## config.mk

```make
export PLATFORM = sky130hd
export DESIGN_NAME = hcds_fifo
export DESIGN_NICKNAME = d
export VERILOG_FILES = /design/src/rtl/core/hcds_fifo.sv
export SDC_FILE = /design/constraint.sdc
export NUM_CORES = 1
export LEC_CHECK = 0
export BUFFER_PORTS_ARGS = -buffer_cell sky130_fd_sc_hd__buf_2
export CAP_MARGIN = 40
export CORE_MARGIN = 4
export CORE_UTILIZATION = 47
export CTS_CLUSTER_SIZE = 30
export DETAILED_ROUTE_END_ITERATION = 10
export GPL_ROUTABILITY_DRIVEN = 0
export HOLD_SLACK_MARGIN = 0.12
export PLACE_DENSITY = 0.68
export SLEW_MARGIN = 15
export SYNTH_ARGS = -nofsm -noshare
export SYNTH_HDL_FRONTEND = slang
export SYNTH_SLANG_ARGS = --single-unit
```

## constraint.sdc

```tcl
create_clock -name clk -period 3 [get_ports clk]
set_input_delay 0.45 -clock clk [delete_from_list [all_inputs] [get_ports clk]]
set_output_delay 0.45 -clock clk [all_outputs]
set_load 0.01 [all_outputs]
```

## src/rtl/core/hcds_fifo.sv

```systemverilog
`timescale 1ns / 1ps

module hcds_fifo #(
	parameter int WIDTH = 8,
	parameter int DEPTH = 4,
	localparam int PW = (DEPTH > 1) ? $clog2(DEPTH) : 1,
	localparam int CW = $clog2(DEPTH + 1)
) (
	input  logic             clk,
	input  logic             arst_n,
	input  logic             push,
	input  logic [WIDTH-1:0] wdata,
	output logic             full,
	input  logic             pop,
	output logic [WIDTH-1:0] rdata,
	output logic             empty,
	output logic [CW-1:0]    count
);

	logic [WIDTH-1:0] mem_q [DEPTH];
	logic [PW-1:0]    wptr_q;
	logic [PW-1:0]    rptr_q;
	logic [CW-1:0]    count_q;
	logic             do_push;
	logic             do_pop;

	assign full    = (count_q == CW'(DEPTH));
	assign empty   = (count_q == '0);
	assign count   = count_q;
	assign do_push = push && !full;
	assign do_pop  = pop && !empty;
	assign rdata   = mem_q[rptr_q];

	always_ff @(posedge clk) begin
		if (do_push) begin
			mem_q[wptr_q] <= wdata;
		end
	end

	always_ff @(posedge clk or negedge arst_n) begin
		if (!arst_n) begin
			wptr_q  <= '0;
			rptr_q  <= '0;
			count_q <= '0;
		end else begin
			if (do_push) begin
				wptr_q <= (wptr_q == PW'(DEPTH - 1)) ? '0 : wptr_q + 1'b1;
			end
			if (do_pop) begin
				rptr_q <= (rptr_q == PW'(DEPTH - 1)) ? '0 : rptr_q + 1'b1;
			end
			count_q <= count_q + CW'(do_push) - CW'(do_pop);
		end
	end

endmodule

```

==> results by group <==
Die
  • Initial core utilization: 50.8%
  • Die H: 66.4 um
  • Top-Level Pins: 25
  • Die ar.: 4410 sq um
  • Rows: 20
  • Core area: 3150 sq um
  • Die X: 66.4 um

STA
  • Final period util: 75.2%
  • Worst Hold Slack: 0.317 ns
  • Worst Tran Pin Value: 0.601 ns
  • Tmin final: 2.26 ns
  • Max Freq: 0.443 GHz
  • RSZ-0062 raised after global routing: false
  • Final hold violation count: 0
  • Endpoints failing setup: 0
  • Sum Neg Setup Slack: 0 ns
  • Final Max Slew Viols: 0
  • Relative slew slack: 59.9%
  • Final setup margin: 0.745 ns
  • Final clock skew: 0.0114 ns

Synth
  • Count leader, synth: edfxtp_1
  • Sequential share of the synthesized area: 70.9%
  • YS warnings: 0
  • Simple-Gate Fraction of Synth Area: 5.15%
  • Top cells by count, synth: edfxtp_1, mux4_2, dfrtp_1, ha_1, inv_1
  • Synthesized flop and latch total: 39
  • Syn nets: 101
  • Xor-xnor portion of the synthesized cell area: 1.09%
  • Combinational family with the most area after synthesis: multiplexers
  • Yosys top cell area share: 60.0%
  • Syn Inst Count: 81
  • Largest cells by area after synthesis: edfxtp_1, mux4_2, dfrtp_1, ha_1, inv_1
  • Avg Inst Size Synth: 19.8 sq um
  • Asr flop ratio synth: 17.9%
  • Mapped cell area: 1600 sq um
  • Area leader, netlist: edfxtp_1
  • EDFF count, synth: 32
  • Primary FF master, synth: edfxtp_1
  • Synth unique cells: 19
  • Mux contribution to synthesized area: 13.6%
  • Post-synthesis compound-gate area fraction: 0.390%
  • Synth Area in Adders: 6.71%

Critical path
  • Max FO, Critical Path: 11
  • CP Class: register to output port
  • Crit path capture type: output port
  • Setup crit start kind: register
  • Crit path DAT: 1.81 ns
  • Top Family by Delay on Critical Path: flip-flops
  • Required @ worst endpoint: 2.55 ns
  • CP Cell Sequence: mux4_2 > buf_2
  • Largest stage delay, worst path: 0.74 ns
  • WP buf/inv: 1
  • CP max stage cell: dfrtp_1

Pwr
  • Pwr/cell area: 952 nW/um^2
  • Seq pwr share: 48.4%
  • Clock Power Share: 18.8%
  • Power Total: 1.77 mW
  • Switching share of power: 31.1%
  • Logic pwr share: 32.8%
  • Maximum VDD drop: 0.472 mV
  • Internal power: 1.22 mW
  • Switching power: 550 uW
  • Leak Pwr: 0.720 nW

Run status
  • Status: finished, final reports clean

Flow run
  • Maximum capacitance violations: 0

Clocking
  • Clock sinks: 39
  • Clk_lat worst skew: 0.34 ns
  • Postcts setup bufs: 0
  • Clock transition at the registers of the reported paths: 0.12 ns
  • H-tree depth: 2
  • TritonCTS buffer count: 5
  • CTS max path bufs: 2
  • CTS tree: yes
  • Clock tree root buffer cell: clkbuf_4

Drt
  • Drt first pass iters: 3
  • Post-DRT Antenna Nets: 0
  • Detailed Route WL: 2460 um
  • Via Count: 777
  • Detailed Route Iter0 Violations: 26
  • Via density per instance: 4.98
  • Drt drc: 0
  • Routed length per placed instance: 15.8 um

Placed design
  • Post-Place Cell Area: 1770 sq um
  • Port bufs: 24
  • Pre-CTS WS: 0.793 ns
  • Dpl cells: 147

Finish
  • Syn-to-layout area delta: 15.8%
  • Final instance area: 1860 sq um
  • Final Non-Filler Cells: 156
  • Nets: 131
  • Fraction of layout cells with a size suffix above 1: 40.2%
  • Ant diodes: 0
  • FILL cells: 262
  • Final Core Density: 58.8%

GRT
  • Initial antenna violation count: 0
  • Largest net degree at the start of global routing: 13
  • Global-route wire length before repair: 4020 um
  • GRT Total Usage: 13.4%
  • Total grt overflow: 0
  • Vias in the first global route: 842

Worst hold path
  • Min-Delay Path Class: input port to register
-- sequential cells by signal (all words and copies together) (netlist names) --
| register | flops |
|---|---|
| count | 3 |
| wptr_q | 2 |
| rptr_q | 2 |
| mem_q | 32 |
-- cells in the final DEF (no fill, tap or decap), types with 4 or more instances in the layout --
| cell type | instances |
|---|---|
| dfrtp_1 | 7 |
| clkbuf_4 | 5 |
| mux4_2 | 8 |
| inv_1 | 7 |
| edfxtp_1 | 32 |
| buf_2 | 24 |
| and2_1 | 4 |
| ha_1 | 7 |
-- repair_timing --
item                      CTS  global route
hold buffers                1             0
hold endpoints to repair    7             0
gates resized for setup     0             0
-- power by group through the flow --
stage                     Sequential (mW)  Clock, mW  Combinational, mW
after floorplan                     0.807          0              0.449
after global placement              0.865          0              0.572
after detailed placement            0.875          0              0.594
after CTS                           0.862      0.344              0.596
after global routing                0.879      0.369              0.644
final                               0.854      0.332              0.580
-- metal layers --
layer | GRT usage [%] | share of wire (%)
met1 | 15.0 | 43
met5 | 0 | 0
met3 | 6.63 | 4.2
met4 | 5.33 | 1.6
met2 | 21.8 | 51
-- area by class of cell --
type	instances	area (sq um)	share of cell area (%)
sequential	39	1140	61.2
multi-input combinational	33	432	23.3
timing repair buffer	25	130	7.01
tap	44	55.1	2.97
clock inverter	3	38.8	2.09
clock buffer	5	37.5	2.02
inverter	7	26.3	1.42
-- path summary, 6_finish.rpt --
kind	start	cells after the start	slack (ns)	to
worst max-delay path	rptr_q[0]	2	0.74	rdata[5]
worst min-delay path	wdata[1]	1	0.32	mem_q[3][1]
worst max register to register	count[2]	9	0.77	count[2]
worst min register to register	wptr_q[0]	1	0.63	wptr_q[0]
max in group asynchronous	arst_n	2	2.38	count[1]
min in group asynchronous	arst_n	2	0.47	count[2]
-- kinds of logic after synthesis --
family                   Yosys count
AND/OR/NAND/NOR                   11
AO/OA/AOI/OAI                      1
flip-flops                        39
buffers and inverters              9
adder cells (fa/ha/maj)            8
XOR/XNOR                           2
multiplexers                      11
No activity file was read; power rests on OpenSTA's default activity.
