**src/rtl/core/hcds_pkg.sv**
```systemverilog
`timescale 1ns / 1ps

package hcds_pkg;

	localparam int COORD_W  = 12;
	localparam int SAMPLE_W = 16;
	localparam int SLOPE_W  = 29;
	localparam int CFG_W    = 13;
	localparam int DIFF_W   = SAMPLE_W + 1;
	localparam int PROD_W   = CFG_W + 1 + DIFF_W;

	localparam logic signed [PROD_W-1:0] SLOPE_MAX = PROD_W'((1 << (SLOPE_W - 1)) - 1);

	typedef enum logic {
		REG_WIDTH  = 1'b0,
		REG_HEIGHT = 1'b1
	} cfg_reg_t;

	// bit positions in the per-item result mask
	localparam int KIND_ABOVE = 0;
	localparam int KIND_LEFT  = 1;
	localparam int KIND_LAST  = 2;
	localparam int KIND_N     = 3;

	typedef logic [COORD_W-1:0]  coord_t;
	typedef logic [SAMPLE_W-1:0] sample_t;

	typedef struct packed {
		coord_t              col;
		coord_t              row;
		sample_t             cur;
		sample_t             p0;
		sample_t             p1;
		sample_t             up_left;
		sample_t             up;
		sample_t             old;
		sample_t             up_right;
		logic                c_ge1;
		logic                c_ge2;
		logic                r_ge1;
		logic                r_ge2;
		logic [KIND_N-1:0]   emit;
	} op_t;

	typedef struct packed {
		coord_t                      col;
		coord_t                      row;
		logic signed [SLOPE_W-1:0]   slope_h;
		logic signed [SLOPE_W-1:0]   slope_v;
		logic                        done;
	} res_t;

endpackage

```
**src/rtl/core/hcds_fifo.sv**
```systemverilog
`timescale 1ns / 1ps

module hcds_fifo #(
	parameter int WIDTH = 8,
	parameter int DEPTH = 4,
	localparam int PW = (DEPTH > 1) ? $clog2(DEPTH) : 1,
	localparam int CW = $clog2(DEPTH + 1)
) (
	input  logic             clk,
	input  logic             arst_n,
	input  logic             push,
	input  logic [WIDTH-1:0] wdata,
	output logic             full,
	input  logic             pop,
	output logic [WIDTH-1:0] rdata,
	output logic             empty,
	output logic [CW-1:0]    count
);

	logic [WIDTH-1:0] mem_q [DEPTH];
	logic [PW-1:0]    wptr_q;
	logic [PW-1:0]    rptr_q;
	logic [CW-1:0]    count_q;
	logic             do_push;
	logic             do_pop;

	assign full    = (count_q == CW'(DEPTH));
	assign empty   = (count_q == '0);
	assign count   = count_q;
	assign do_push = push && !full;
	assign do_pop  = pop && !empty;
	assign rdata   = mem_q[rptr_q];

	always_ff @(posedge clk) begin
		if (do_push) begin
			mem_q[wptr_q] <= wdata;
		end
	end

	always_ff @(posedge clk or negedge arst_n) begin
		if (!arst_n) begin
			wptr_q  <= '0;
			rptr_q  <= '0;
			count_q <= '0;
		end else begin
			if (do_push) begin
				wptr_q <= (wptr_q == PW'(DEPTH - 1)) ? '0 : wptr_q + 1'b1;
			end
			if (do_pop) begin
				rptr_q <= (rptr_q == PW'(DEPTH - 1)) ? '0 : rptr_q + 1'b1;
			end
			count_q <= count_q + CW'(do_push) - CW'(do_pop);
		end
	end

endmodule

```
**src/rtl/core/hcds_back.sv**
```systemverilog
`timescale 1ns / 1ps

module hcds_back #(
	parameter int OUT_DEPTH = 4,
	localparam int CW = $clog2(OUT_DEPTH + 1)
) (
	input  logic                       clk,
	input  logic                       arst_n,
	input  logic [hcds_pkg::CFG_W-1:0] wid,
	input  logic [hcds_pkg::CFG_W-1:0] hgt,
	input  logic                       op_empty,
	output logic                       op_pop,
	input  hcds_pkg::op_t              op_in,
	input  logic                       pop,
	output logic                       empty,
	output hcds_pkg::res_t             res
);

	import hcds_pkg::*;

	function automatic logic signed [SLOPE_W-1:0] sat(input logic signed [PROD_W-1:0] p);
		if (p > SLOPE_MAX) begin
			return SLOPE_W'(SLOPE_MAX);
		end else if (p < -SLOPE_MAX) begin
			return SLOPE_W'(-SLOPE_MAX);
		end else begin
			return SLOPE_W'(p);
		end
	endfunction

	op_t               op_q;
	logic [KIND_N-1:0] pend_q;

	logic                      v_s1;
	logic signed [DIFF_W-1:0]  dx_s1;
	logic signed [DIFF_W-1:0]  dy_s1;
	coord_t                    col_s1;
	coord_t                    row_s1;
	logic                      done_s1;

	logic                      v_s2;
	logic signed [PROD_W-1:0]  px_s2;
	logic signed [PROD_W-1:0]  py_s2;
	coord_t                    col_s2;
	coord_t                    row_s2;
	logic                      done_s2;

	logic [CW-1:0]     out_count;
	logic              out_full;
	logic              room;
	logic              issue;
	logic [KIND_N-1:0] sel;
	logic [KIND_N-1:0] pend_rest;
	res_t              res_in;
	logic [$bits(res_t)-1:0] out_data;

	sample_t                  left;
	sample_t                  right;
	sample_t                  above;
	sample_t                  below;
	coord_t                   col_c;
	coord_t                   row_c;
	logic                     done_c;
	logic signed [DIFF_W-1:0] dx;
	logic signed [DIFF_W-1:0] dy;

	assign room      = (32'(out_count) + 32'(v_s1) + 32'(v_s2)) < OUT_DEPTH;
	assign issue     = (pend_q != '0) && room;
	assign sel       = pend_q & (~pend_q + 1'b1);
	assign pend_rest = pend_q & ~sel;
	assign op_pop    = !op_empty && ((pend_q == '0) || (issue && pend_rest == '0));

	always_ff @(posedge clk or negedge arst_n) begin
		if (!arst_n) begin
			pend_q <= '0;
		end else if (op_pop) begin
			pend_q <= op_in.emit;
		end else if (issue) begin
			pend_q <= pend_rest;
		end
	end

	always_ff @(posedge clk) begin
		if (op_pop) begin
			op_q <= op_in;
		end
	end

	always_comb begin
		if (sel[KIND_LAST]) begin
			col_c  = op_q.col;
			row_c  = op_q.row;
			left   = op_q.c_ge1 ? op_q.p0 : op_q.cur;
			right  = op_q.cur;
			above  = op_q.r_ge1 ? op_q.up : op_q.cur;
			below  = op_q.cur;
			done_c = 1'b1;
		end else if (sel[KIND_LEFT]) begin
			col_c  = op_q.col - 1'b1;
			row_c  = op_q.row;
			left   = op_q.c_ge2 ? op_q.p1 : op_q.p0;
			right  = op_q.cur;
			above  = op_q.r_ge1 ? op_q.up_left : op_q.p0;
			below  = op_q.p0;
			done_c = 1'b0;
		end else begin
			col_c  = op_q.col;
			row_c  = op_q.row - 1'b1;
			left   = op_q.c_ge1 ? op_q.up_left : op_q.up;
			right  = op_q.up_right;
			above  = op_q.r_ge2 ? op_q.old : op_q.up;
			below  = op_q.cur;
			done_c = 1'b0;
		end
	end

	assign dx = DIFF_W'(right) - DIFF_W'(left);
	assign dy = DIFF_W'(below) - DIFF_W'(above);

	always_ff @(posedge clk or negedge arst_n) begin
		if (!arst_n) begin
			v_s1 <= 1'b0;
			v_s2 <= 1'b0;
		end else begin
			v_s1 <= issue;
			v_s2 <= v_s1;
		end
	end

	always_ff @(posedge clk) begin
		dx_s1   <= dx;
		dy_s1   <= dy;
		col_s1  <= col_c;
		row_s1  <= row_c;
		done_s1 <= done_c;
		px_s2   <= $signed({1'b0, wid}) * dx_s1;
		py_s2   <= $signed({1'b0, hgt}) * dy_s1;
		col_s2  <= col_s1;
		row_s2  <= row_s1;
		done_s2 <= done_s1;
	end

	always_comb begin
		res_in         = '0;
		res_in.col     = col_s2;
		res_in.row     = row_s2;
		res_in.slope_h = sat(px_s2);
		res_in.slope_v = sat(py_s2);
		res_in.done    = done_s2;
	end

	hcds_fifo #(
		.WIDTH ($bits(res_t)),
		.DEPTH (OUT_DEPTH)
	) u_out (
		.clk    (clk),
		.arst_n (arst_n),
		.push   (v_s2),
		.wdata  (res_in),
		.full   (out_full),
		.pop    (pop),
		.rdata  (out_data),
		.empty  (empty),
		.count  (out_count)
	);

	assign res = out_data;

	assert property (@(posedge clk) disable iff (!arst_n)
		v_s2 |-> !out_full)
		else $error("result pushed into full output queue");

	assert property (@(posedge clk) disable iff (!arst_n)
		issue |-> $onehot(sel) && ((sel & pend_q) == sel))
		else $error("bad result selection");

	assert property (@(posedge clk) disable iff (!arst_n)
		op_pop |-> (op_in.emit != '0))
		else $error("item taken with no result to release");

endmodule

```
**config.mk**
```make
export PLATFORM = sky130hd
export DESIGN_NAME = hcds_back
export DESIGN_NICKNAME = d
export VERILOG_FILES = /design/src/rtl/core/hcds_pkg.sv /design/src/rtl/core/hcds_fifo.sv /design/src/rtl/core/hcds_back.sv
export SDC_FILE = /design/constraint.sdc
export NUM_CORES = 2
export LEC_CHECK = 0
export ABC_AREA = 1
export BUFFER_PORTS_ARGS = -buffer_cell sky130_fd_sc_hd__buf_2
export CAP_MARGIN = 20
export CORE_ASPECT_RATIO = 0.5
export CORE_MARGIN = 5
export CORE_UTILIZATION = 65
export CTS_CLUSTER_SIZE = 28
export DETAILED_ROUTE_END_ITERATION = 7
export PLACE_DENSITY = 0.95
export SLEW_MARGIN = 10
export SYNTH_ARGS = -nofsm -noshare
export SYNTH_HDL_FRONTEND = slang
export SYNTH_SLANG_ARGS = --single-unit
```
**constraint.sdc**
```tcl
create_clock -name clk -period 23.5 [get_ports clk]
set_clock_uncertainty 0.1 [all_clocks]
set_input_delay 1.175 -clock clk [delete_from_list [all_inputs] [get_ports clk]]
set_output_delay 1.175 -clock clk [all_outputs]
set_load 0.05 [all_outputs]
```
==> impl_results.html <==
<table>
<tr><th>Metric</th><th>Value</th></tr>
<tr><th colspan="2">Yosys</th></tr>
<tr><td>Multiplexer share of the synthesized area</td><td>0%</td></tr>
<tr><td>Synthesized-area fraction occupied by and/or/nand/nor cells</td><td>15.1%</td></tr>
<tr><td>Complex-gate fraction of the synthesized area</td><td>7.66%</td></tr>
<tr><td>Synthesis-stage register bit count</td><td>630</td></tr>
<tr><td>Post-synthesis area per instance</td><td>9.10 µm²</td></tr>
<tr><td>Share of synthesized area occupied by flip-flops and latches</td><td>39.9%</td></tr>
<tr><td>Count of mapped cells out of synthesis</td><td>4,785</td></tr>
<tr><td>Yosys warning total</td><td>0</td></tr>
<tr><td>Dominant combinational cell family by area after synthesis</td><td>adder cells</td></tr>
<tr><td>Async set-or-reset flop fraction in the synthesized netlist</td><td>1.90%</td></tr>
<tr><td>Post-synthesis adder-cell area fraction</td><td>25.3%</td></tr>
<tr><td>Number of distinct standard cells referenced by the synthesized netlist</td><td>48</td></tr>
<tr><td>Xor/xnor share of the synthesized area</td><td>1.61%</td></tr>
<tr><td>Cell area after synthesis</td><td>43,600 µm²</td></tr>
<tr><td>Number of enable-type register cells in the synthesized netlist</td><td>472</td></tr>
<tr><td>Ys flop type</td><td>sky130_fd_sc_hd__edfxtp_1</td></tr>
<tr><td>Post-synth net total</td><td>5,582</td></tr>
<tr><th colspan="2">Global route</th></tr>
<tr><td>Busiest metal layer after global routing</td><td>met2</td></tr>
<tr><td>Pin count of the biggest net entering global routing</td><td>116</td></tr>
<tr><td>Met3 Resource Use GR</td><td>8.76%</td></tr>
<tr><td>Residual overflow from global routing</td><td>0</td></tr>
<tr><td>Wire length of the first global-routing pass</td><td>189 mm</td></tr>
<tr><td>Number of antenna violations at the first check in global routing</td><td>3</td></tr>
<tr><td>Overall global routing resource usage</td><td>33.2%</td></tr>
<tr><td>Met2 capacity usage during global routing</td><td>54.2%</td></tr>
<tr><td>Global routing usage on met1</td><td>41.2%</td></tr>
<tr><td>Via count of the first global-routing pass</td><td>35,827</td></tr>
<tr><th colspan="2">Critical path</th></tr>
<tr><td>Cell-by-cell listing of the critical path</td><td>buf_2 -&gt; nand2_1 -&gt; fa_1 -&gt; inv_1 -&gt; fa_1 -&gt; inv_1 -&gt; fa_1 -&gt; fa_1 -&gt; fa_1 -&gt; fa_1 -&gt; inv_1 -&gt; ha_1 -&gt; nand2_1 -&gt; nor3_1 -&gt; nand2_1 -&gt; nor2_1 -&gt; nand2_1 -&gt; inv_1 -&gt; nor2_1 -&gt; nand2_1 -&gt; nand2_1</td></tr>
<tr><td>Req. time, crit path</td><td>23.92 ns</td></tr>
<tr><td>CP Data Arrival Time</td><td>6.84 ns</td></tr>
<tr><td>Setup Crit Path Kind</td><td>in2reg</td></tr>
<tr><td>Worst Setup Start Kind</td><td>primary input</td></tr>
<tr><td>Launching point of the worst reg2reg path</td><td>dy_s1[16]$_DFF_P_</td></tr>
<tr><td>Reg2reg setup slack</td><td>17.22 ns</td></tr>
<tr><td>Max stage delay cell, worst path</td><td>sky130_fd_sc_hd__fa_1</td></tr>
<tr><td>Delay of the slowest cell on the worst path</td><td>0.67 ns</td></tr>
<tr><td>Beginning of the critical path</td><td>hgt[5]</td></tr>
<tr><td>Type of element capturing the critical path</td><td>flop</td></tr>
<tr><td>CP Max Fanout</td><td>17</td></tr>
<tr><th colspan="2">Place</th></tr>
<tr><td>Area post-placement</td><td>45,300 µm²</td></tr>
<tr><td>Final Wtd Congestion</td><td>0.956</td></tr>
<tr><td>Total half-perimeter wirelength after legalization and detailed placement</td><td>86.6 mm</td></tr>
<tr><td>Count of buffers from port buffering</td><td>257</td></tr>
<tr><th colspan="2">Clock network</th></tr>
<tr><td>Clock net sink count</td><td>630</td></tr>
<tr><td>Number of buffers inserted for hold repair after clock tree synthesis</td><td>0</td></tr>
<tr><td>Cell chosen for the clock root</td><td>sky130_fd_sc_hd__clkbuf_16</td></tr>
<tr><td>Max H-tree Level</td><td>2</td></tr>
<tr><td>Num CTS Buffers</td><td>53</td></tr>
<tr><td>Clock latency of the later-clocked register in the worst-skew pair</td><td>0.64 ns</td></tr>
<tr><td>Clock transition at path regs</td><td>0.08 ns</td></tr>
<tr><td>Maximum clock path buffer count</td><td>3</td></tr>
<tr><td>Resized Gates After CTS</td><td>0</td></tr>
<tr><td>CTS tree</td><td>done</td></tr>
<tr><td>Post CTS Setup Buffer Count</td><td>0</td></tr>
<tr><th colspan="2">Timing</th></tr>
<tr><td>Period minus WS final</td><td>6.41 ns</td></tr>
<tr><td>Slew at the pin with the worst max-slew slack</td><td>1.07 ns</td></tr>
<tr><td>Fin crit share</td><td>27.3%</td></tr>
<tr><td>Hold Vio Cnt, Final</td><td>0</td></tr>
<tr><td>Fmax</td><td>156 MHz</td></tr>
<tr><td>Setup-failing EPs final</td><td>0</td></tr>
<tr><td>Total negative setup slack</td><td>0 ns</td></tr>
<tr><td>Headroom to the max-slew limit</td><td>28.7%</td></tr>
<tr><td>Final Max Slew Viols</td><td>0</td></tr>
<tr><td>RSZ-0062 raised after global routing</td><td>false</td></tr>
<tr><th colspan="2">Drt</th></tr>
<tr><td>Final ANT Viol Nets</td><td>0</td></tr>
<tr><td>Total length of routed wires</td><td>122 mm</td></tr>
<tr><td>Routed length per instance</td><td>20.7 µm</td></tr>
<tr><td>Initial DRC Count</td><td>4,445</td></tr>
<tr><td>Post-detailed-route DRC marker count</td><td>2</td></tr>
<tr><td>Detailed-routing iteration count for the pre-antenna-repair pass</td><td>8</td></tr>
<tr><td>Number of vias in the routed layout</td><td>34,527</td></tr>
<tr><td>Via count normalized by instance count</td><td>5.88</td></tr>
<tr><th colspan="2">Floorplanning</th></tr>
<tr><td>Horizontal extent of the die</td><td>376 µm</td></tr>
<tr><td>Initial cell density of the core</td><td>65.4%</td></tr>
<tr><td>Die extent in y</td><td>193 µm</td></tr>
<tr><td>Die Footprint</td><td>72,600 µm²</td></tr>
<tr><td>Standard cell core area</td><td>66,600 µm²</td></tr>
<tr><td>Number of core rows</td><td>67</td></tr>
<tr><td>Number of top-level pins</td><td>258</td></tr>
<tr><th colspan="2">Run status</th></tr>
<tr><td>Outcome</td><td>complete, but fails checks</td></tr>
<tr><td>Violations in the final reports</td><td>DRC</td></tr>
<tr><th colspan="2">Final layout</th></tr>
<tr><td>Ratio of cells with drive above 1 in the final layout</td><td>8.15%</td></tr>
<tr><td>Most used cells in the layout excluding fill and tap cells</td><td>sky130_fd_sc_hd__nand2_1 (1,126), sky130_fd_sc_hd__inv_1 (983), sky130_fd_sc_hd__edfxtp_1 (472)</td></tr>
<tr><td>Area growth from synthesis to layout</td><td>8.52%</td></tr>
<tr><td>Final net count</td><td>5,722</td></tr>
<tr><td>Final design area excluding fillers</td><td>47,300 µm²</td></tr>
<tr><td>Multi-input gate area</td><td>21,700 µm²</td></tr>
<tr><td>Fillers</td><td>4,367</td></tr>
<tr><td>Area taken by flip-flops and latches</td><td>17,400 µm²</td></tr>
<tr><td>Most frequent standard cell in the layout excluding fill and tap cells</td><td>sky130_fd_sc_hd__nand2_1</td></tr>
<tr><th colspan="2">Worst hold path</th></tr>
<tr><td>Hold Path Origin</td><td>row_s1[3]$_DFF_P_</td></tr>
<tr><td>Type of the most critical hold path</td><td>reg2reg</td></tr>
<tr><th colspan="2">Job</th></tr>
<tr><td>Total of max-cap violations</td><td>0</td></tr>
</table>
==> critical path, delay by kind of cell <==
family	cells	cell delay (ns)
buf+inv	5	0.77
fa+ha+maj	7	3.82
simple gates	9	1.08
==> per-layer routing <==
metal  routed length (µm)  vias up
met5                    0        -
met4                 7990        0
met3                14300      655
met2                55900     2460
met1                43500    16232
li1                     -    15180
==> cell families after synthesis <==
logic type,after synthesis
AND/OR/NAND/NOR,1657
adder cells (fa/ha/maj),624
XOR/XNOR,80
flip-flops,630
AO/OA/AOI/OAI,612
buffers and inverters,1182
==> state kept, by name (all words and copies together) (netlist names) <==
signal / cells
row_s2: 12
v_s1: 1
done_s2: 1
col_s1: 12
u_out.mem_q: 332
dx_s1: 17
col_s2: 12
py_s2: 31
done_s1: 1
pend_q: 3
u_out.rptr_q: 2
px_s2: 31
row_s1: 12
op_q: 140
u_out.wptr_q: 2
v_s2: 1
dy_s1: 17
u_out.count: 3
==> final timing paths <==
kind,endpoint,depth (start not counted)
worst max-delay path,py_s2[30]$_DFF_P_,21
worst min-delay path,row_s2[3]$_DFF_P_,0
worst max register to register,py_s2[30]$_DFF_P_,20
worst min register to register,row_s2[3]$_DFF_P_,0
max in group asynchronous,u_out.rptr_q[1]$_DFFE_PN0P_,1
min in group asynchronous,u_out.rptr_q[0]$_DFFE_PN0P_,1
==> Yosys cell counts (14+ instances only) <==
cell type | count | area share [%]
sky130_fd_sc_hd__o21ai_0 | 319 | 3.7
sky130_fd_sc_hd__nor2_1 | 344 | 3.0
sky130_fd_sc_hd__nand4_1 | 30 | 0.43
sky130_fd_sc_hd__a21oi_1 | 141 | 1.6
sky130_fd_sc_hd__nand2_1 | 1126 | 9.7
sky130_fd_sc_hd__buf_2 | 40 | 0.46
sky130_fd_sc_hd__ha_1 | 195 | 5.6
sky130_fd_sc_hd__nor3_1 | 19 | 0.22
sky130_fd_sc_hd__o211ai_1 | 17 | 0.29
sky130_fd_sc_hd__edfxtp_1 | 472 | 33
sky130_fd_sc_hd__dfxtp_1 | 146 | 6.7
sky130_fd_sc_hd__o22ai_1 | 84 | 1.2
sky130_fd_sc_hd__xnor2_1 | 14 | 0.28
sky130_fd_sc_hd__inv_1 | 984 | 8.5
sky130_fd_sc_hd__clkbuf_1 | 140 | 1.2
sky130_fd_sc_hd__xor2_1 | 66 | 1.3
sky130_fd_sc_hd__nand3_1 | 102 | 1.2
sky130_fd_sc_hd__fa_1 | 429 | 20
==> cell type report <==
cell class,count,area share (%)
Multi-Input combinational cell,2973,45.9
Sequential cell,630,36.8
Inverter,991,7.87
Clock buffer,67,3.16
Timing Repair Buffer,276,3.13
Tap cell,897,2.37
Clock inverter,33,0.754
Antenna cell,3,0.0159
==> stage by stage <==
stage               utilization (%)  worst slack [ns]  cells  hold slack [ns]
floorplan                         -             13.50   4785            0.210
finish                         70.9             17.09   5870            0.224
detailed placement             68.0             16.72   5763            0.212
global placement               68.0             16.90   5763            0.210
global route                   70.9             16.78   5869            0.238
CTS                            70.8             17.24   5863            0.219
Power is left out: the tool's default activity adds up to more than one toggle a clock period on the data nets, which glitch-free logic cannot reach.
